### src/rtl/core/tilt_average_led_display_core_assert.svh
// Assertion macros for the tilt display core.
// Used by the top level; needs signals named clk and rst in scope.
`ifndef TILT_AVERAGE_LED_DISPLAY_CORE_ASSERT_SVH
`define TILT_AVERAGE_LED_DISPLAY_CORE_ASSERT_SVH
`ifndef SYNTH
`define TAD_ASSERT(label, prop, msg) \
  label: assert property (@(posedge clk) disable iff (rst) prop) else $error(msg);
`define TAD_ASSERT_NOW(label, prop, msg) \
  label: assert property (@(posedge clk) prop) else $error(msg);
`else
`define TAD_ASSERT(label, prop, msg)
`define TAD_ASSERT_NOW(label, prop, msg)
`endif
`endif

### src/rtl/core/tad_pkg.sv
// Shared types, constants and the LED pattern table for the tilt display core.
// No dependencies.
package tad_pkg;

  localparam int SMP_W     = 16;
  localparam int LED_W     = 8;
  localparam int LEVEL_W   = 5;
  localparam int VAL_W     = 9;
  localparam int AVG_SHIFT = 7;
  localparam logic [VAL_W-1:0] VALUE_OFFSET = 9'd32;

  typedef struct packed {
    logic rd_en;
    logic wr_en;
  } line_ctl_t;

  typedef struct packed {
    logic adv;
    logic load;
    logic tick;
  } disp_ctl_t;

  function automatic logic [LED_W-1:0] code_to_leds(input logic [2:0] code);
    logic [LED_W-1:0] pat;
    case (code)
      3'd0:    pat = 8'd8;
      3'd1:    pat = 8'd4;
      3'd2:    pat = 8'd2;
      3'd3:    pat = 8'd1;
      3'd4:    pat = 8'd128;
      3'd5:    pat = 8'd64;
      3'd6:    pat = 8'd32;
      3'd7:    pat = 8'd16;
      default: pat = 8'd0;
    endcase
    return pat;
  endfunction

endpackage

### src/rtl/core/tad_line.sv
// Circular sample delay line in a synchronous memory with a registered read.
// Depends on tad_pkg.
module tad_line #(
  parameter int WINDOW = 128
) (
  input  logic                              clk,
  input  logic                              rst,
  input  tad_pkg::line_ctl_t                ctl,
  input  logic signed [tad_pkg::SMP_W-1:0]  wr_data,
  output logic signed [tad_pkg::SMP_W-1:0]  old_data
);
  import tad_pkg::*;

  localparam int IDX_W = (WINDOW > 1) ? $clog2(WINDOW) : 1;
  localparam logic [IDX_W-1:0] LAST = IDX_W'(WINDOW - 1);

  logic [SMP_W-1:0] mem [WINDOW];
  logic [IDX_W-1:0] slot;
  logic [IDX_W-1:0] rd_slot;
  logic             wrapped;
  logic             rd_ok;
  logic [SMP_W-1:0] rd_data;

  // Entries are written in slot order, so an entry holds real data exactly
  // when the slot pointer has gone once around the line.
  always_ff @(posedge clk) begin
    if (rst) begin
      slot    <= '0;
      wrapped <= 1'b0;
    end else if (ctl.rd_en) begin
      if (slot == LAST) begin
        slot    <= '0;
        wrapped <= 1'b1;
      end else begin
        slot <= slot + 1'b1;
      end
    end
  end

  always_ff @(posedge clk) begin
    if (ctl.rd_en) begin
      rd_data <= mem[slot];
      rd_slot <= slot;
      rd_ok   <= wrapped;
    end
    if (ctl.wr_en) begin
      mem[rd_slot] <= wr_data;
    end
  end

  assign old_data = rd_ok ? $signed(rd_data) : '0;

endmodule

### src/rtl/core/tad_disp.sv
// LED pattern and level registers, PWM counter and the output register.
// Depends on tad_pkg.
module tad_disp #(
  parameter int PWM_TOP = 16
) (
  input  logic                             clk,
  input  logic                             rst,
  input  tad_pkg::disp_ctl_t               ctl,
  input  logic [tad_pkg::VAL_W-1:0]        value,
  output logic                             led_valid,
  output logic [tad_pkg::LED_W-1:0]        led_data
);
  import tad_pkg::*;

  localparam int PWM_W = $clog2(PWM_TOP + 2);
  localparam int CMP_W = (PWM_W > LEVEL_W) ? PWM_W : LEVEL_W;
  localparam logic [PWM_W-1:0] PWM_LAST = PWM_W'(PWM_TOP + 1);

  logic [LED_W-1:0]   pattern;
  logic [LEVEL_W-1:0] duty_level;
  logic [PWM_W-1:0]   pwm_count;
  logic [VAL_W-1:0]   shifted;
  logic               dim;

  assign shifted = value - VALUE_OFFSET;
  assign dim     = CMP_W'(pwm_count) < CMP_W'(duty_level);

  always_ff @(posedge clk) begin
    if (rst) begin
      pattern    <= '0;
      duty_level <= '0;
      pwm_count  <= '0;
      led_valid  <= 1'b0;
    end else if (ctl.adv) begin
      led_valid <= ctl.tick;
      if (ctl.load) begin
        pattern    <= code_to_leds(shifted[8:6]);
        duty_level <= shifted[5:1];
      end
      if (ctl.tick) begin
        pwm_count <= (pwm_count == PWM_LAST) ? '0 : pwm_count + 1'b1;
      end
    end
  end

  always_ff @(posedge clk) begin
    if (ctl.adv && ctl.tick) begin
      led_data <= dim ? (pattern >> 1) : pattern;
    end
  end

endmodule

### src/rtl/core/tilt_average_led_display_core.sv
// Top level of the tilt display core: input stage, running sum, submodules.
// Depends on tad_pkg, tad_line, tad_disp and the assertion macro header.
//
//  channel   dir  payload                          transfer when
//  s_axis    in   tdata: sample; tuser: mode       s_axis_tvalid & s_axis_tready
//  m_axis    out  tdata: led_out                   m_axis_tvalid & m_axis_tready
//  cfg       in   cfg_wdata: use_filtered          cfg_wen
//
// One item per cycle unless stalled; ticks pass input stage and output register.
// The delay line memory is read when a sample is taken and written as the
// sample leaves the input stage, always at a different entry than the next read.
// Reset clears the line logically through a wrap flag, so no clearing pass.
// A full output register that is not taken stalls the whole pipe.
`include "tilt_average_led_display_core_assert.svh"
module tilt_average_led_display_core #(
  parameter int WINDOW  = 128,
  parameter int PWM_TOP = 16
) (
  input  logic                        clk,
  input  logic                        rst,
  input  logic                        cfg_wen,
  input  logic                        cfg_wdata,      // use_filtered
  input  logic                        s_axis_tvalid,
  output logic                        s_axis_tready,
  input  logic [tad_pkg::SMP_W-1:0]   s_axis_tdata,   // [15:0] sample
  input  logic                        s_axis_tuser,   // [0] mode
  output logic                        m_axis_tvalid,
  input  logic                        m_axis_tready,
  output logic [tad_pkg::LED_W-1:0]   m_axis_tdata    // [7:0] led_out
);
  import tad_pkg::*;

  localparam int SUM_W = SMP_W + ((WINDOW > 1) ? $clog2(WINDOW) : 1);

  logic                    use_filtered;
  logic                    adv;
  logic                    s_accept;
  logic                    s1_valid;
  logic                    s1_mode;
  logic signed [SMP_W-1:0] s1_sample;
  logic signed [SMP_W-1:0] old_sample;
  logic signed [SUM_W-1:0] window_sum;
  logic signed [SUM_W-1:0] window_sum_next;
  logic [VAL_W-1:0]        value;
  line_ctl_t               line_ctl;
  disp_ctl_t               disp_ctl;

  assign adv           = !m_axis_tvalid || m_axis_tready;
  assign s_axis_tready = adv;
  assign s_accept      = s_axis_tvalid && s_axis_tready;

  always_ff @(posedge clk) begin
    if (rst) begin
      use_filtered <= 1'b0;
    end else if (cfg_wen) begin
      use_filtered <= cfg_wdata;
    end
  end

  always_ff @(posedge clk) begin
    if (rst) begin
      s1_valid <= 1'b0;
    end else if (adv) begin
      s1_valid <= s_axis_tvalid;
    end
  end

  always_ff @(posedge clk) begin
    if (s_accept) begin
      s1_mode   <= s_axis_tuser;
      s1_sample <= $signed(s_axis_tdata);
    end
  end

  assign line_ctl.rd_en = s_accept && !s_axis_tuser;
  assign line_ctl.wr_en = adv && s1_valid && !s1_mode;

  tad_line #(
    .WINDOW (WINDOW)
  ) u_line (
    .clk      (clk),
    .rst      (rst),
    .ctl      (line_ctl),
    .wr_data  (s1_sample),
    .old_data (old_sample)
  );

  assign window_sum_next = window_sum + SUM_W'(s1_sample) - SUM_W'(old_sample);

  always_ff @(posedge clk) begin
    if (rst) begin
      window_sum <= '0;
    end else if (line_ctl.wr_en) begin
      window_sum <= window_sum_next;
    end
  end

  // Only the low nine bits of the selected value reach the pattern and level,
  // so the average needs just sum bits 15..7.
  assign value = use_filtered ? window_sum_next[AVG_SHIFT +: VAL_W]
                              : s1_sample[VAL_W-1:0];

  assign disp_ctl.adv  = adv;
  assign disp_ctl.load = s1_valid && !s1_mode;
  assign disp_ctl.tick = s1_valid && s1_mode;

  tad_disp #(
    .PWM_TOP (PWM_TOP)
  ) u_disp (
    .clk       (clk),
    .rst       (rst),
    .ctl       (disp_ctl),
    .value     (value),
    .led_valid (m_axis_tvalid),
    .led_data  (m_axis_tdata)
  );

  `TAD_ASSERT(a_tick_gives_led, (adv && s1_valid && s1_mode) |=> m_axis_tvalid, "tick lost")
  `TAD_ASSERT(a_sample_no_led, (adv && s1_valid && !s1_mode) |=> !m_axis_tvalid, "sample made LED")
  `TAD_ASSERT(a_empty_no_led, (adv && !s1_valid) |=> !m_axis_tvalid, "LED from empty stage")
  `TAD_ASSERT_NOW(a_reset_idle, rst |=> (!m_axis_tvalid && !s1_valid), "not idle after reset")

endmodule

### config.mk
export PLATFORM = sky130hd
export DESIGN_NAME = tilt_average_led_display_core
export DESIGN_NICKNAME = d
export VERILOG_FILES = /design/src/rtl/core/tad_pkg.sv /design/src/rtl/core/tad_line.sv /design/src/rtl/core/tad_disp.sv /design/src/rtl/core/tilt_average_led_display_core.sv
export VERILOG_INCLUDE_DIRS = /design/src /design/src/rtl/core
export SDC_FILE = /design/constraint.sdc
export NUM_CORES = 2
export LEC_CHECK = 0
export ABC_AREA = 1
export BUFFER_PORTS_ARGS = -buffer_cell sky130_fd_sc_hd__clkbuf_2
export CORE_MARGIN = 4
export CORE_UTILIZATION = 49
export DETAILED_ROUTE_END_ITERATION = 10
export SLEW_MARGIN = 25
export SYNTH_ARGS = -nofsm -noshare
export SYNTH_HDL_FRONTEND = slang
export SYNTH_SLANG_ARGS = --single-unit
### constraint.sdc
create_clock -name clk -period 5.61 [get_ports clk]
set_input_delay 0.561 -clock clk [delete_from_list [all_inputs] [get_ports clk]]
set_output_delay 0.561 -clock clk [all_outputs]
set_load 0.03 [all_outputs]
==> flow_summary_export.csv <==
group,metric,value,unit
worst_setup_path,cpMostUsedCell,"nand3_1",
die,die_h,425.9,microns
clock_tree,cts_max_path_buffers,3,
drt,via_count,55000,
hold_path,hold_path_end,"s1_valid",
sta,final_hold_viol_count,0,
worst_setup_path,path_max_fanout,16,
die,die_x,425.9,microns
sta,setup_violations,0,
power,powerDensity,349.6,nW/um^2
logic_synthesis,yosysSeqAreaShare,0.7462,
worst_setup_path,crit_path_max_incr_delay,730,ps
sta,relSlewSlack,0.1605,
drt,ant_nets,0,
placement,place_hpwl,130.5,mm
sta,rsz0062_at_grt,"false",
drt,totalWireLength,240.5,mm
power,p_int,25.81,mW
logic_synthesis,syn_area,85590,sq um
hold_path,worstHoldStart,"s_axis_tvalid",
logic_synthesis,syn_area_per_cell,12.99,sq um
logic_synthesis,synth.most_common_cell,"edfxtp_1",
power,p_clk_frac,0.414,
worst_setup_path,reg2reg_depth,20,
power,p_switching,7.560,mW
sta,clock-skew-final,42.79,ps
grt,grt_first_pass_wirelength,349.3,mm
placement,pre_cts_ws,1840,ps
cells_and_area,fin_area,95450,sq um
logic_synthesis,synth_top_area_share,0.7357,
hold_path,whs_path_depth,5,
clock_tree,numClockSinks,2142,
clock_tree,cts_buffers,215,
power,p_comb_frac,0.057,
cells_and_area,nets,6709,
die,die_area,181400,sq um
logic_synthesis,syn_nets,6650,
sta,min_period,3839,ps
worst_setup_path,startpoint_type,"flop",
sta,fin_ws,1771,ps
worst_setup_path,crit_buf_inv,4,
power,seq_power_share,0.529,
cells_and_area,syn2layout_area_growth,11.51,%
logic_synthesis,synth_ff_type,"edfxtp_1",
clock_tree,cts_root_buf,"clkbuf_16",
die,start_util,0.4924,
grt,globalRouteOverflowTotal,0,
worst_setup_path,cp.arrival,4610,ps
worst_setup_path,r2r_setup_slack,1770,ps
flow_run,max_cap_violations,0,
drt,drtPass1Iterations,6,
sta,drv_slew,0,
sta,fmax,260.5,MHz
power,p_leak,31.15,nW
worst_setup_path,worstPathCellList,"nand2_1 -> inv_1 -> ha_1 -> inv_1 -> ha_1 -> inv_1 -> fa_1 -> inv_1 -> nand3_1 -> nand3_1 -> nand3_1 -> nand3_1 -> nand2_1 -> nand3_1 -> nand2_1 -> ha_1 -> or2_2 -> nor2_1 -> nand3_1 -> a21oi_1",
worst_setup_path,r2r-end,"u_disp.pattern[2]",
sta,totalNegativeSetupSlack,0,ps
logic_synthesis,yosys.area.top_type,"edfxtp_1",
outcome,status,"finished clean",
clock_tree,clk_pin_slew_worst_paths,60,ps
worst_setup_path,cp_data_required_time,6380,ps
sta,final.period_utilization,0.6844,
worst_setup_path,critPathSlowestCell,"edfxtp_1",
logic_synthesis,synth-async-reset-ratio,0,
logic_synthesis,synthCells,6588,
drt,drcViolationCount,0,
logic_synthesis,ys_warn_count,0,
worst_setup_path,reg2reg_from,"u_line.rd_ok",
logic_synthesis,synth-seq-cells,2142,
logic_synthesis,synth.area.top_cells,"edfxtp_1 74%, o21ai_0 5.9%, nor2_1 5.6%",
power,p_sw_frac,0.2266,
grt,grtUsageTotal,0.2598,
logic_synthesis,ys_types,46,
logic_synthesis,synth_common_cells,"2097 x edfxtp_1, 1282 x nor2_1, 1012 x o21ai_0",
clock_tree,tritoncts,"built",
placement,dpl_cell_area,88500,sq um
placement,place_congestion,0.8658,
grt,grt_max_degree,187,
grt,grt_pass1_vias,50850,
clock_tree,clock_latency,870,ps
cells_and_area,drive_gt1_frac,0.08540,
placement,port-buffer-count,32,
sta,worst-slew-pin-transition,1259,ps
drt,vias_per_cell,6.009,
drt,dr.first_iter.drc_count,6947,
clock_tree,post-cts-setup-buffers,0,
clock_tree,htreeDepth,4,
power,p_total,33.37,mW
die,io_pins,33,
grt,antenna_found_initial,7,
drt,wl_per_cell,26.28,microns
worst_setup_path,cpLargestDelayFamily,"simple AND/OR/NAND/NOR gates",
hold_path,min_path_type,"input pin to flop",
die,core,173800,sq um
worst_setup_path,critPathCaptureType,"flop",
cells_and_area,fin_util,0.5491,
worst_setup_path,worstSetupPathType,"flop to flop",
die,rows,153,
logic_synthesis,synth_edf_count,2097,
power,ir_drop,0.0002717,V
==> power by group through the flow <==
stage,clock (mW),combinational (mW),sequential (mW)
6_report,13.8,1.90,17.7
5_1_grt,14.7,2.07,17.6
4_1_cts,14.0,1.89,17.7
3_5_place_dp,0,1.87,18.0
3_3_place_gp,0,1.85,18.0
2_1_floorplan,0,1.08,18.1
==> kinds of logic after synthesis <==
logic type | count (synthesis) | synth area share
compound gates | 1737 | 0.1160
xor+xnor | 17 | 0.001740
fa+ha+maj | 39 | 0.007017
buf+inv | 616 | 0.03416
flops | 2142 | 0.7462
simple gates | 2037 | 0.09483
==> timing repair <==
action	in CTS	in global routing
hold endpoints to repair	17	0
resized for setup	0	0
hold buffers	18	0
==> routing by layer <==
| layer | up-vias | part of all wire | track usage |
|---|---|---|---|
| li1 | 24520 | - | - |
| met1 | 27620 | 0.42 | 0.3787 |
| met2 | 2445 | 0.46 | 0.4016 |
| met3 | 414 | 0.082 | 0.04006 |
| met4 | 0 | 0.035 | 0.08911 |
| met5 | - | 0 | 0 |
==> worst min-delay path: stages <==
cell and delay, ps:
clkbuf_2 80, inv_1 40, nor2_1 40, inv_1 80
a21oi_1 60
==> through the flow <==
step / instances / hold slack [ps]
after floorplan: 6588 / 406.4
after global placement: 8736 / 434.8
after detailed placement: 8736 / 442.6
after CTS: 9151 / 1.942
after global routing: 9152 / 20.59
final: 9153 / 54.11
==> worst max-delay path by stage <==
stage | cells past startpoint | end | from
finish | 20 | u_disp.pattern[2] | u_line.rd_ok
floorplan | 17 | u_disp.pattern[0] | s1_sample[8]
global placement | 20 | u_disp.pattern[2] | u_line.rd_ok
global route | 20 | u_disp.pattern[6] | u_line.rd_ok
CTS | 20 | u_disp.pattern[2] | u_line.rd_ok
detailed placement | 20 | u_disp.pattern[2] | u_line.rd_ok
==> cell usage in the layout, fill, tap and decap left out, types with 23 or more instances in the layout <==
master,n
a21oi_1,91
clkinv_2,41
o221ai_1,141
edfxtp_1,2097
o21ai_1,56
nand4_1,39
dfxtp_1,41
o22ai_1,310
buf_4,217
inv_1,156
clkbuf_1,42
buf_12,23
ha_1,24
nand3_1,261
nand2_1,439
o21ai_0,1012
o211ai_1,106
nor2_1,1279
clkbuf_16,219
clkinv_1,67
clkbuf_2,32
==> area by class of cell <==
cell class	count	area [sq um]
Timing Repair Buffer	293	2464
Multi-Input combinational cell	3830	18810
Fill cell	14300	78370
Sequential cell	2142	63880
Clock inverter	136	1091
Clock buffer	261	5638
Antenna cell	1	2.502
Inverter	165	650.6
Tap cell	2325	2909
==> sequential cells by signal (all words and copies together) (netlist names) <==
register / flops
u_line.mem: 2048
u_disp.pwm_count: 5
u_disp.led_valid: 1
u_disp.pattern: 8
u_line.slot: 7
u_line.rd_slot: 7
s1_valid: 1
u_line.rd_data: 16
s1_mode: 1
use_filtered: 1
window_sum: 16
u_line.wrapped: 1
u_disp.duty_level: 5
u_disp.led_data: 8
s1_sample: 16
u_line.rd_ok: 1
Note: power is estimated with default switching activity, not from simulation.
